**src/rtl/ssm_pkg.sv**
```systemverilog
`default_nettype none
// ----------------------------------------------------------------------------
// ssm_pkg: shared types and constants of the substring first-match search
// Byte width, item kind codes and the control word that drives the cell chain.
// ----------------------------------------------------------------------------
package ssm_pkg;

  localparam int SymW = 8;

  // kind field codes
  localparam logic KindPattern = 1'b0;
  localparam logic KindText    = 1'b1;

  // control word broadcast to every cell of the chain
  typedef struct packed {
    logic shift_text; // text byte moves one cell toward the oldest end
    logic shift_pat;  // pattern byte and active bit move one cell
  } cell_ctrl_t;

endpackage : ssm_pkg
`default_nettype wire

```
**src/rtl/ssm_if.sv**
```systemverilog
`default_nettype none
// ----------------------------------------------------------------------------
// ssm_if: valid/ready channels of the substring first-match search
// ssm_in_if carries pattern and text items, ssm_res_if carries result items.
// ----------------------------------------------------------------------------
interface ssm_in_if import ssm_pkg::*; ();
  logic            valid;
  logic            ready;
  logic            kind;
  logic [SymW-1:0] symbol;
  logic            first;
  logic            last;

  modport source (output valid, kind, symbol, first, last, input ready);
  modport sink   (input valid, kind, symbol, first, last, output ready);
endinterface : ssm_in_if

interface ssm_res_if #(
  parameter int POSITION_BITS = 16
) ();
  logic                     valid;
  logic                     ready;
  logic                     found;
  logic [POSITION_BITS-1:0] position;
  logic                     pattern_overflow;

  modport source (output valid, found, position, pattern_overflow, input ready);
  modport sink   (input valid, found, position, pattern_overflow, output ready);
endinterface : ssm_res_if
`default_nettype wire

```
**src/rtl/ssm_cell.sv**
```systemverilog
`default_nettype none
// ----------------------------------------------------------------------------
// ssm_cell: one position of the window compare chain
// Holds one text byte, one pattern byte and an active bit; compares the text
// byte arriving from its neighbor with its pattern byte.
// ----------------------------------------------------------------------------
module ssm_cell import ssm_pkg::*; (
  input  wire logic            clk_i,
  input  wire logic            rst_ni,
  input  wire cell_ctrl_t      ctrl_i,
  input  wire logic [SymW-1:0] txt_i,
  input  wire logic [SymW-1:0] pat_i,
  input  wire logic            act_i,
  output logic      [SymW-1:0] txt_o,
  output logic      [SymW-1:0] pat_o,
  output logic                 act_o,
  output logic                 hit_o
);

  logic [SymW-1:0] txt_q, pat_q;
  logic            act_q;

  // text and pattern bytes carry no reset
  always_ff @(posedge clk_i) begin
    if (ctrl_i.shift_text) begin
      txt_q <= txt_i;
    end
    if (ctrl_i.shift_pat) begin
      pat_q <= pat_i;
    end
  end

  // active bit marks a cell that holds a written pattern byte
  always_ff @(posedge clk_i or negedge rst_ni) begin
    if (!rst_ni) begin
      act_q <= 1'b0;
    end else if (ctrl_i.shift_pat) begin
      act_q <= act_i;
    end
  end

  // compare against the byte this cell takes on the current text item
  assign hit_o = !act_q || (txt_i == pat_q);
  assign txt_o = txt_q;
  assign pat_o = pat_q;
  assign act_o = act_q;

endmodule : ssm_cell
`default_nettype wire

```
**src/rtl/substring_first_match.sv**
```systemverilog
`default_nettype none
// Result: a result item is presented in the cycle after the text item marked last.
// Throughput: one item per cycle; every cell of the chain shifts and compares
// in the same cycle, and the result register only stalls the input while a
// previous result is still not taken.
// Reset: pattern length, overflow flag, search state and active bits clear at
// once; pattern and window bytes are undefined until shifted in.
// ----------------------------------------------------------------------------
// substring_first_match: first occurrence of a stored pattern in a text stream
// Pattern bytes and text bytes shift through a chain of compare cells; the
// earliest match start is kept and reported on the last text item.
// ----------------------------------------------------------------------------
module substring_first_match import ssm_pkg::*; #(
  parameter int MAX_PATTERN   = 32,
  parameter int POSITION_BITS = 16
) (
  input  wire logic  clk_i,
  input  wire logic  rst_ni,
  ssm_in_if.sink     in_i,
  ssm_res_if.source  out_o
);

  localparam int LenW = $clog2(MAX_PATTERN + 1);
  localparam longint unsigned CountSat = (64'd1 << POSITION_BITS) + 64'(MAX_PATTERN);
  localparam int CntW = $clog2(CountSat + 64'd1);
  localparam logic [CntW-1:0] CntSat = CntW'(CountSat);
  localparam logic [CntW-1:0] PosMax = CntW'((64'd1 << POSITION_BITS) - 64'd1);
  localparam logic [LenW-1:0] LenMax = LenW'(MAX_PATTERN);

  logic                     accept;
  logic                     pat_item, txt_item;
  cell_ctrl_t               ctrl;
  logic [LenW-1:0]          len_q, len_d;
  logic                     ovf_q, ovf_d;
  logic [CntW-1:0]          cnt_q, cnt_d, cnt_base, cnt_new, start;
  logic                     seen_q, seen_d, seen_base;
  logic [POSITION_BITS-1:0] mstart_q, mstart_d;
  logic                     hit_all, match_now;
  logic                     res_valid_q, res_found_q, res_ovf_q;
  logic [POSITION_BITS-1:0] res_pos_q;

  logic [SymW-1:0]        txt_w [MAX_PATTERN];
  logic [SymW-1:0]        pat_w [MAX_PATTERN];
  logic [MAX_PATTERN-1:0] act_w;
  logic [MAX_PATTERN-1:0] hit_w;

  // handshake and item decode
  assign in_i.ready = !res_valid_q || out_o.ready;
  assign accept     = in_i.valid && in_i.ready;
  assign pat_item   = accept && (in_i.kind == KindPattern);
  assign txt_item   = accept && (in_i.kind == KindText);

  // pattern append: dropped once the chain is full, unless it restarts
  assign ctrl.shift_text = txt_item;
  assign ctrl.shift_pat  = pat_item && (in_i.first || (len_q != LenMax));

  // cell chain, newest byte enters at the top cell
  for (genvar w = 0; w < MAX_PATTERN; w++) begin : g_cell
    logic [SymW-1:0] txt_in, pat_in;
    logic            act_in;
    if (w == MAX_PATTERN - 1) begin : g_head
      assign txt_in = in_i.symbol;
      assign pat_in = in_i.symbol;
      assign act_in = 1'b1;
    end else begin : g_body
      assign txt_in = txt_w[w+1];
      assign pat_in = pat_w[w+1];
      assign act_in = act_w[w+1] && !in_i.first;
    end
    ssm_cell u_cell (
      .clk_i  (clk_i),
      .rst_ni (rst_ni),
      .ctrl_i (ctrl),
      .txt_i  (txt_in),
      .pat_i  (pat_in),
      .act_i  (act_in),
      .txt_o  (txt_w[w]),
      .pat_o  (pat_w[w]),
      .act_o  (act_w[w]),
      .hit_o  (hit_w[w])
    );
  end

  assign hit_all = &hit_w;

  // pattern length and overflow flag
  always_comb begin
    len_d = len_q;
    ovf_d = ovf_q;
    if (pat_item) begin
      if (in_i.first) begin
        len_d = LenW'(1);
        ovf_d = 1'b0;
      end else if (len_q != LenMax) begin
        len_d = len_q + LenW'(1);
      end else begin
        ovf_d = 1'b1;
      end
    end
  end

  // text counter and earliest match
  always_comb begin
    cnt_base  = in_i.first ? '0 : cnt_q;
    seen_base = in_i.first ? 1'b0 : seen_q;
    cnt_new   = (cnt_base < CntSat) ? cnt_base + CntW'(1) : cnt_base;
    start     = cnt_new - CntW'(len_q);
    match_now = !seen_base && (len_q != '0) && (cnt_new >= CntW'(len_q)) &&
                hit_all && (start <= PosMax);
    cnt_d     = cnt_q;
    seen_d    = seen_q;
    mstart_d  = mstart_q;
    if (txt_item) begin
      if (in_i.last) begin
        cnt_d    = '0;
        seen_d   = 1'b0;
        mstart_d = '0;
      end else begin
        cnt_d    = cnt_new;
        seen_d   = seen_base || match_now;
        mstart_d = match_now ? start[POSITION_BITS-1:0] :
                   (in_i.first ? '0 : mstart_q);
      end
    end
  end

  // state registers
  always_ff @(posedge clk_i or negedge rst_ni) begin
    if (!rst_ni) begin
      len_q    <= '0;
      ovf_q    <= 1'b0;
      cnt_q    <= '0;
      seen_q   <= 1'b0;
      mstart_q <= '0;
    end else begin
      len_q    <= len_d;
      ovf_q    <= ovf_d;
      cnt_q    <= cnt_d;
      seen_q   <= seen_d;
      mstart_q <= mstart_d;
    end
  end

  // result register
  always_ff @(posedge clk_i or negedge rst_ni) begin
    if (!rst_ni) begin
      res_valid_q <= 1'b0;
    end else if (txt_item && in_i.last) begin
      res_valid_q <= 1'b1;
    end else if (out_o.ready) begin
      res_valid_q <= 1'b0;
    end
  end

  always_ff @(posedge clk_i) begin
    if (txt_item && in_i.last) begin
      res_ovf_q <= ovf_q;
      if (len_q == '0) begin
        res_found_q <= 1'b1;
        res_pos_q   <= '0;
      end else if (seen_base || match_now) begin
        res_found_q <= 1'b1;
        res_pos_q   <= match_now ? start[POSITION_BITS-1:0] : mstart_q;
      end else begin
        res_found_q <= 1'b0;
        res_pos_q   <= '0;
      end
    end
  end

  assign out_o.valid            = res_valid_q;
  assign out_o.found            = res_found_q;
  assign out_o.position         = res_pos_q;
  assign out_o.pattern_overflow = res_ovf_q;

`ifndef SYNTHESIS
  // a result appears only after an accepted last text item
  a_res_after_last: assert property (@(posedge clk_i) disable iff (!rst_ni)
    $rose(res_valid_q) |-> $past(txt_item && in_i.last))
    else $error("result without last text item");

  // active cells count the stored pattern bytes
  a_act_len: assert property (@(posedge clk_i) disable iff (!rst_ni)
    $countones(act_w) == int'(len_q))
    else $error("active mask disagrees with pattern length");

  // position is zero when nothing was found
  a_pos_zero: assert property (@(posedge clk_i) disable iff (!rst_ni)
    (res_valid_q && !res_found_q) |-> (res_pos_q == '0))
    else $error("nonzero position on not found");

  // pattern length stays within capacity
  a_len_max: assert property (@(posedge clk_i) disable iff (!rst_ni)
    len_q <= LenMax)
    else $error("pattern length beyond capacity");
`endif

endmodule : substring_first_match
`default_nettype wire
```
**src/flat_wrapper.sv**
```systemverilog
// flat-port wrapper written by rule: the top's interface ports become plain ports
module substring_first_match_flat import ssm_pkg::*;
#(
  parameter int MAX_PATTERN   = 32,
  parameter int POSITION_BITS = 16
)
  (clk_i, rst_ni, in_i_valid, in_i_kind, in_i_symbol, in_i_first, in_i_last, in_i_ready, out_o_valid, out_o_found, out_o_position, out_o_pattern_overflow, out_o_ready);
  ssm_in_if in_i_i ();
  ssm_res_if #(.POSITION_BITS(POSITION_BITS)) out_o_i ();
  input  wire logic clk_i;
  input  wire logic rst_ni;
  input wire logic [$bits(in_i_i.valid)-1:0] in_i_valid;
  input wire logic [$bits(in_i_i.kind)-1:0] in_i_kind;
  input wire logic [$bits(in_i_i.symbol)-1:0] in_i_symbol;
  input wire logic [$bits(in_i_i.first)-1:0] in_i_first;
  input wire logic [$bits(in_i_i.last)-1:0] in_i_last;
  output wire logic [$bits(in_i_i.ready)-1:0] in_i_ready;
  output wire logic [$bits(out_o_i.valid)-1:0] out_o_valid;
  output wire logic [$bits(out_o_i.found)-1:0] out_o_found;
  output wire logic [$bits(out_o_i.position)-1:0] out_o_position;
  output wire logic [$bits(out_o_i.pattern_overflow)-1:0] out_o_pattern_overflow;
  input wire logic [$bits(out_o_i.ready)-1:0] out_o_ready;
  assign in_i_i.valid = in_i_valid;
  assign in_i_i.kind = in_i_kind;
  assign in_i_i.symbol = in_i_symbol;
  assign in_i_i.first = in_i_first;
  assign in_i_i.last = in_i_last;
  assign in_i_ready = in_i_i.ready;
  assign out_o_valid = out_o_i.valid;
  assign out_o_found = out_o_i.found;
  assign out_o_position = out_o_i.position;
  assign out_o_pattern_overflow = out_o_i.pattern_overflow;
  assign out_o_i.ready = out_o_ready;
  substring_first_match #(.MAX_PATTERN(MAX_PATTERN), .POSITION_BITS(POSITION_BITS)) u_core (.clk_i(clk_i), .rst_ni(rst_ni), .in_i(in_i_i), .out_o(out_o_i));
endmodule
```
**config.mk**
```make
export PLATFORM = sky130hd
export DESIGN_NAME = substring_first_match_flat
export DESIGN_NICKNAME = d
export VERILOG_FILES = /design/src/rtl/ssm_pkg.sv /design/src/rtl/ssm_if.sv /design/src/rtl/ssm_cell.sv /design/src/rtl/substring_first_match.sv /design/src/flat_wrapper.sv
export SDC_FILE = /design/constraint.sdc
export NUM_CORES = 1
export LEC_CHECK = 0
export ABC_AREA = 1
export BUFFER_PORTS_ARGS = -buffer_cell sky130_fd_sc_hd__buf_2
export CORE_MARGIN = 3
export CORE_UTILIZATION = 45
export DETAILED_ROUTE_END_ITERATION = 6
export PLACE_DENSITY = 0.66
export SYNTH_ARGS = -nofsm -noshare
export SYNTH_HDL_FRONTEND = slang
export SYNTH_SLANG_ARGS = --single-unit
```
**constraint.sdc**
```tcl
create_clock -name clk_i -period 15.8 [get_ports clk_i]
set_input_delay 0.79 -clock clk_i [delete_from_list [all_inputs] [get_ports clk_i]]
set_output_delay 0.79 -clock clk_i [all_outputs]
set_load 0.02 [all_outputs]
```
==> metrics.txt, run 1 <==
Die Height=~240 um; routed wire length=about 42000 um; Post-CTS Setup Inserts=0; Total Die Area=about 0.056 mm^2; sequential share of the synthesized area=between 70% and 80%; Cell Rows=84; fmax=between 200 and 250 MHz; worst slew pin tran=about 1.2 ns; Synth Register Bits=around 600; pre-CTS setup slack=10.58 ns; Post-Synthesis Cells=1891; met3 Usage GRT=under 10%; Port Buffers=34; final hold vios=0; Synth Flop Type=edfxtp_1; total power=~0.0035 W; diode count=0; RR Startpoint=u_core.cnt_q[16]; # H-tree levels=2; Hold Crit Class=input pin to async pin; global-route wire length before repair=just under 70000 um; average wire per standard cell=approximately 16 um; Die W=approximately 240 um; Final Max Slew Viols=0; Resized cells post-CTS=0; Num CTS Buffers=just under 60; initial core utilization=45.7%; Fin Hold WS=around 0.34 ns; Comb pwr share=7.2%; pin count of the biggest net entering global routing=about 150; Pwr per Cell Area=about 130 mW/mm^2; vias in the first global route=13500; core area=approximately 0.053 mm^2; Crit. Startpoint=in_i_first; P_leak=around 10 nW; CTS sink cnt=596; CTS tree=built; skew final=0.0260 ns; Clk pwr share=between 40 and 50%; Seq pwr share=52.5%; WP buf/inv=3; Critical Path RT=roughly 16 ns; CTS clk-pin slew, worst paths=about 0.06 ns; GRT busiest layer=met2; FFs w/ async S/R, synth=12.4%; Switching Fraction=about 22%; Pre-Repair DR Iteration Count=5; Post-Syn Nets=1916; top cells by area, synth=edfxtp_1 65%, dfrtp_1 7.7%, nand2_1 6.1%; fill cell count=between 4000 and 5000; Worst path slowest cell=nand3_2; clk buf depth=3; First DRT Iteration DRCs=950; post-route worst setup slack=11.18 ns; clock latency at the later pin of the worst-skew pair=~0.6 ns; share of layout cells above drive strength 1=10.7%; CP max FO=26; sw power=a little under 0.0008 W; area leader, netlist=edfxtp_1; internal power=between 0.002 and 0.003 W; status=complete, no violations; synth-to-layout area growth=12.4%; grt met1 use=19.4%; GRT Total Usage=between 10% and 20%; Setup-failing EPs final=0; DR DRC count=0; initial antenna violation count=0; vias per cell=4.96; most frequent cells in the layout=522 x edfxtp_1, 392 x nand2_1, 212 x inv_1, 161 x xnor2_1, 144 x nor2_1; slowest cell delay on critical path=between 0.4 and 0.5 ns; CP Launch Type=input pin; post-cts hold buffer count=0; RSZ-0062 raised after global routing=no; clk root buf=clkbuf_16; YS warnings=0; Detailed Place HPWL=between 20000 and 30000 um; Syn Area/Cell=~13 um^2; Max Cap Violations=0; WP data arrival=about 5.1 ns; commonest non-fill, non-tap cell in the layout=edfxtp_1; gr ovfl total=0; maximum vdd drop=around 94 uV; number of routed nets with antenna violations=0; min cycle time layout=4.62 ns; slew margin rel.=roughly 18%; unique cell type count in the Yosys netlist=34; routed via count=13400; part of the cycle the worst path needs=29.2%; kind of critical path=input pin to flip-flop; crit end category=flip-flop; io pins=35; Final #Nets=1995; GR met2 Demand/Resource=26.3%; final setup TNS=0 ns; Routability Congestion=between 0.8 and 0.9; post-synthesis instance area=0.0241 mm^2; most used cell, CP=nand2_1; Largest delay share family, worst path=simple AND/OR/NAND/NOR gates; number of synthesized flops with an enable pin=~520; Synth top area share=around two thirds
[cells in the mapped netlist (2+ instances only)]
cell type,count
xor2_1,28
xnor2_1,161
buf_2,4
nand2_2,7
nor3_1,13
nand4_1,23
inv_1,213
o22ai_1,40
nand2_1,392
o21ai_1,2
dfrtp_1,74
nor2_4,2
or2_2,47
inv_2,2
nand3_2,2
a21oi_1,7
o21ai_0,43
edfxtp_1,522
buf_6,6
nand3_1,112
nand2_4,3
nor2_1,145
nor2_2,16
clkbuf_1,9
ha_1,9
[routing by layer]
layer	vias to the layer above	share of wire, %
met5	-	0
met4	0	2.7
met3	89	4.7
met2	250	51
met1	6552	42
li1	6533	-
[worst paths after layout]
check,endpoint,slack (ns),cells past startpoint
max in group asynchronous,u_core.g_cell[21].u_cell.act_o,14.80,1
worst max register to register,u_core.mstart_q[2],11.44,21
worst max-delay path,u_core.mstart_q[2],11.18,25
min in group clk_i,u_core.g_cell[31].u_cell.pat_o[6],0.40,1
worst min register to register,u_core.g_cell[15].u_cell.pat_o[2],0.43,0
worst min-delay path,u_core.seen_q,0.34,1
[sequential cells by signal, indices dropped and copies added, names as in the netlist, 6 cells and up]
register                    flops
u_core.g_cell.u_cell.pat_o    256
u_core.g_cell.u_cell.txt_o    248
u_core.g_cell.u_cell.act_o     32
u_core.cnt_q                   17
u_core.mstart_q                16
u_core.out_o.position          16
u_core.len_q                    6
[through the flow]
step	utilization, %	std cells	instance area, um^2
6_report	51.4	2707	27100
3_3_place_gp	47.6	2598	25100
5_1_grt	51.4	2707	27100
4_1_cts	51.4	2707	27100
2_1_floorplan	-	1891	24100
3_5_place_dp	47.6	2598	25100
[final cells by class]
cell class                 count  area (um^2)  share of cell area (%)
tap                          688          861                    3.17
multi-input combinational   1058         5670                    20.9
inverter                     216          821                    3.03
sequential                   596        17500                    64.6
clock buffer                  89         1800                    6.63
timing repair buffer          40          230                   0.849
clock inverter                20          211                   0.780
[logic make-up (layout without fill, tap and decap cells)]
| group | Yosys count | count (layout) | synth area share (%) |
|---|---|---|---|
| and+or+nand+nor | 765 | 765 | 13.9 |
| DFF | 596 | 596 | 72.6 |
| buffers and inverters | 237 | 365 | 3.92 |
| xor gates and xnor gates | 189 | 189 | 6.86 |
| AOI/OAI and AO/OA | 94 | 94 | 2.18 |
| adders and majority gates | 10 | 10 | 0.550 |
[power by group through the flow]
stage                     combinational, W  sequential [W]  clock (W)
final                             0.000256         0.00186    0.00142
after global routing              0.000287         0.00187    0.00153
after CTS                         0.000259         0.00186    0.00146
after detailed placement          0.000257         0.00189          0
after global placement            0.000251         0.00189          0
after floorplan                   0.000185         0.00190          0
Power figures use the tool's default switching activity.
==> inputs of run 2 (changes only) <==
==> constraint.sdc (replaced) <==
create_clock -name clk_i -period 4.4 [get_ports clk_i]
set_input_delay 0.22 -clock clk_i [delete_from_list [all_inputs] [get_ports clk_i]]
set_output_delay 0.22 -clock clk_i [all_outputs]
set_load 0.02 [all_outputs]
==> run 2 against run 1 <==
  * Power grew to 3.5 times the previous value
  * Count of clock-buffer cells in the layout is the same
  * Sequential cell count is the same
  * Setup slack worse by 11 ns
  * Die area did not move
  * Cell count increased by 0.78%
  * Wire length is 0.62% higher
  * Global-route usage about the same
  * Sequential share of layout area fell by 0.21 points
  * Utilization grew 0.17 points
  * Combinational power rose to 3.8 times the previous value
==> metrics.txt, run 2 (synthesized netlist as in run 1, its figures left out) <==
Cell Rows=84 (unchanged); Detailed Place HPWL=27800 um (+2.0%); initial core utilization=45.7% (unchanged); pin count of the biggest net entering global routing=139 (-9.7%); Die W=238 um (unchanged); CP Launch Type=flip-flop; DR WL met2=21500 um (+0.24%); io pins=35 (unchanged); Largest register FFs=256 (unchanged); Port Buffers=34 (unchanged); Pwr per Cell Area=458 mW/mm^2 (+250%); Die Height=238 um (unchanged); Max Cap Violations=0 (unchanged); Max Used Layer=met4; Hold Crit Class=input pin to flip-flop; RSZ-0062 raised after global routing=no; clock latency at the later pin of the worst-skew pair=0.61 ns (about the same); Total Die Area=0.0564 mm^2 (unchanged); part of the cycle the worst path needs=between 80 and 90%; core area=0.0528 mm^2 (unchanged); worst slew pin tran=1.04 ns (-0.189 ns); share of layout cells above drive strength 1=10.4% (-0.31 points); kind of critical path=flip-flop to flip-flop; commonest non-fill, non-tap cell in the layout=edfxtp_1; RR Startpoint=u_core.cnt_q[8]; routed via count=13500 (+0.46%); slew margin rel.=30.3% (+13 points); synth-to-layout area growth=12.7%; maximum vdd drop=334 uV (+260%); post-route worst setup slack=0.529 ns (-10.65 ns); # H-tree levels=2 (unchanged); clk buf depth=3 (unchanged); vias in the first global route=13400 (-0.40%); CP max FO=19 (-27%); final setup TNS=0 ns (unchanged); fmax=between 200 and 300 MHz; Cells after DPL=2609 (+0.42%); CTS sink cnt=596 (unchanged); routed wire length=42700 um (+0.62%); number of routed nets with antenna violations=0 (unchanged); Final Max Slew Viols=0 (unchanged); Register-to-Register Setup Slack=0.53 ns (-10.91 ns); Post-Layout Inst Area=0.0272 mm^2 (+0.33%); Num CTS Buffers=58 (unchanged); average wire per standard cell=15.7 um (-0.16%); final hold vios=0 (unchanged); Post-Layout Cell Count=2728 (+0.78%); total power=0.0125 W (+250%); Critical Path End=u_core.out_o.position[2]; CTS clk-pin slew, worst paths=0.06 ns (about the same); min cycle time layout=roughly 3.9 ns; status=complete, no violations; Crit. Startpoint=u_core.cnt_q[8]; Critical Path RT=4.86 ns (-11.43 ns); gr ovfl total=0 (unchanged); skew final=0.0136 ns (-0.0123 ns); R2R cell count=23 (+9.5%); initial antenna violation count=0 (unchanged); diode count=0 (unchanged); global-route wire length before repair=68500 um (-0.33%); Metal-1 WL=18600 um (+4.0%); vias per cell=4.94 (-0.31%); Post-CTS Setup Inserts=0 (unchanged); WP data arrival=4.33 ns (-0.79 ns); metal3 WL=1780 um (-11%); First DRT Iteration DRCs=939 (-1.2%); CTS tree=built; Pre-Repair DR Iteration Count=5 (unchanged); Final #Nets=2018 (+1.2%); crit end category=flip-flop; hold path cells=4; GRT Total Usage=15.2% (about the same); most frequent cells in the layout=522 x edfxtp_1, 392 x nand2_1, 212 x inv_1, 161 x xnor2_1, 144 x nor2_1; clk root buf=clkbuf_16; placed inst area=0.0252 mm^2 (+0.48%); Routability Congestion=0.851 (-4.9%); pre-CTS setup slack=0.331 ns (-10.25 ns); P_leak=10.3 nW (+0.29%); R2R Path End=u_core.out_o.position[2]; DR DRC count=0 (unchanged); Setup-failing EPs final=0 (unchanged)
## run 2: how the worst min path moves through the flow
stage                               from                                 to  slack (ns)
after global placement    in_i_symbol[6]  u_core.g_cell[31].u_cell.txt_o[6]        0.42
after floorplan                   rst_ni                    u_core.cnt_q[0]       -0.08
final                         in_i_first                    u_core.len_q[0]        0.14
after CTS                     in_i_first                    u_core.len_q[0]        0.09
after detailed placement  in_i_symbol[6]  u_core.g_cell[31].u_cell.pat_o[6]        0.43
after global routing          in_i_first                    u_core.len_q[0]        0.17
## run 2: per-layer routing
layer | global-route usage [%] | vias to the layer above
met5 | 0 | -
met4 | 4.44 | 0
met3 | 2.36 | 68
met2 | 26.3 | 239
met1 | 20.0 | 6598
li1 | - | 6581
## run 2: per-stage QoR
stage / hold WS [ns] / utilization (%)
final: 0.143 / 51.6
after global routing: 0.168 / 51.6
after floorplan: -0.0756 / -
after CTS: 0.0946 / 51.6
after detailed placement: 0.426 / 47.8
after global placement: 0.422 / 47.8
## run 2: timing repair
item,4_1_cts,5_1_grt
hold buffers,12,0
endpoints found under the hold margin,92,0
resized for setup,0,0
## run 2: worst max-delay path: stages, from the launching register on
cell      delay, ns
dfrtp_1        0.43
nand2_1        0.14
nand2_1        0.07
nor2_1         0.20
nand2_4        0.12
nand2_8        0.15
nand4_1        0.11
xor2_1         0.19
inv_1          0.08
ha_1           0.37
a21oi_1        0.22
o211ai_1       0.16
a21oi_1        0.15
nand2_1        0.12
nor2_4         0.18
nand2_1        0.12
nor2_2         0.16
nand2_1        0.08
nand3_2        0.17
buf_4          0.23
nand2_1        0.07
nand2_1        0.06
inv_1          0.04
nor2_1         0.09
## run 2: layout make-up
class,count,area [um^2]
clock buffers,89,1680
clock inverters,18,178
fillers,4463,25600
inverters,216,821
multi-input cells,1058,5670
flip-flops and latches,596,17500
well taps,688,861
repair buffers,63,470
## run 2: power breakdown
group	internal [W]	leakage (nW)	total, W	switching, W
sequential	0.00650	5.94	0.00667	0.000174
clock	0.00280	0.905	0.00483	0.00203
combinational	0.000332	3.49	0.000961	0.000628
total	0.00963	10.3	0.0125	0.00283
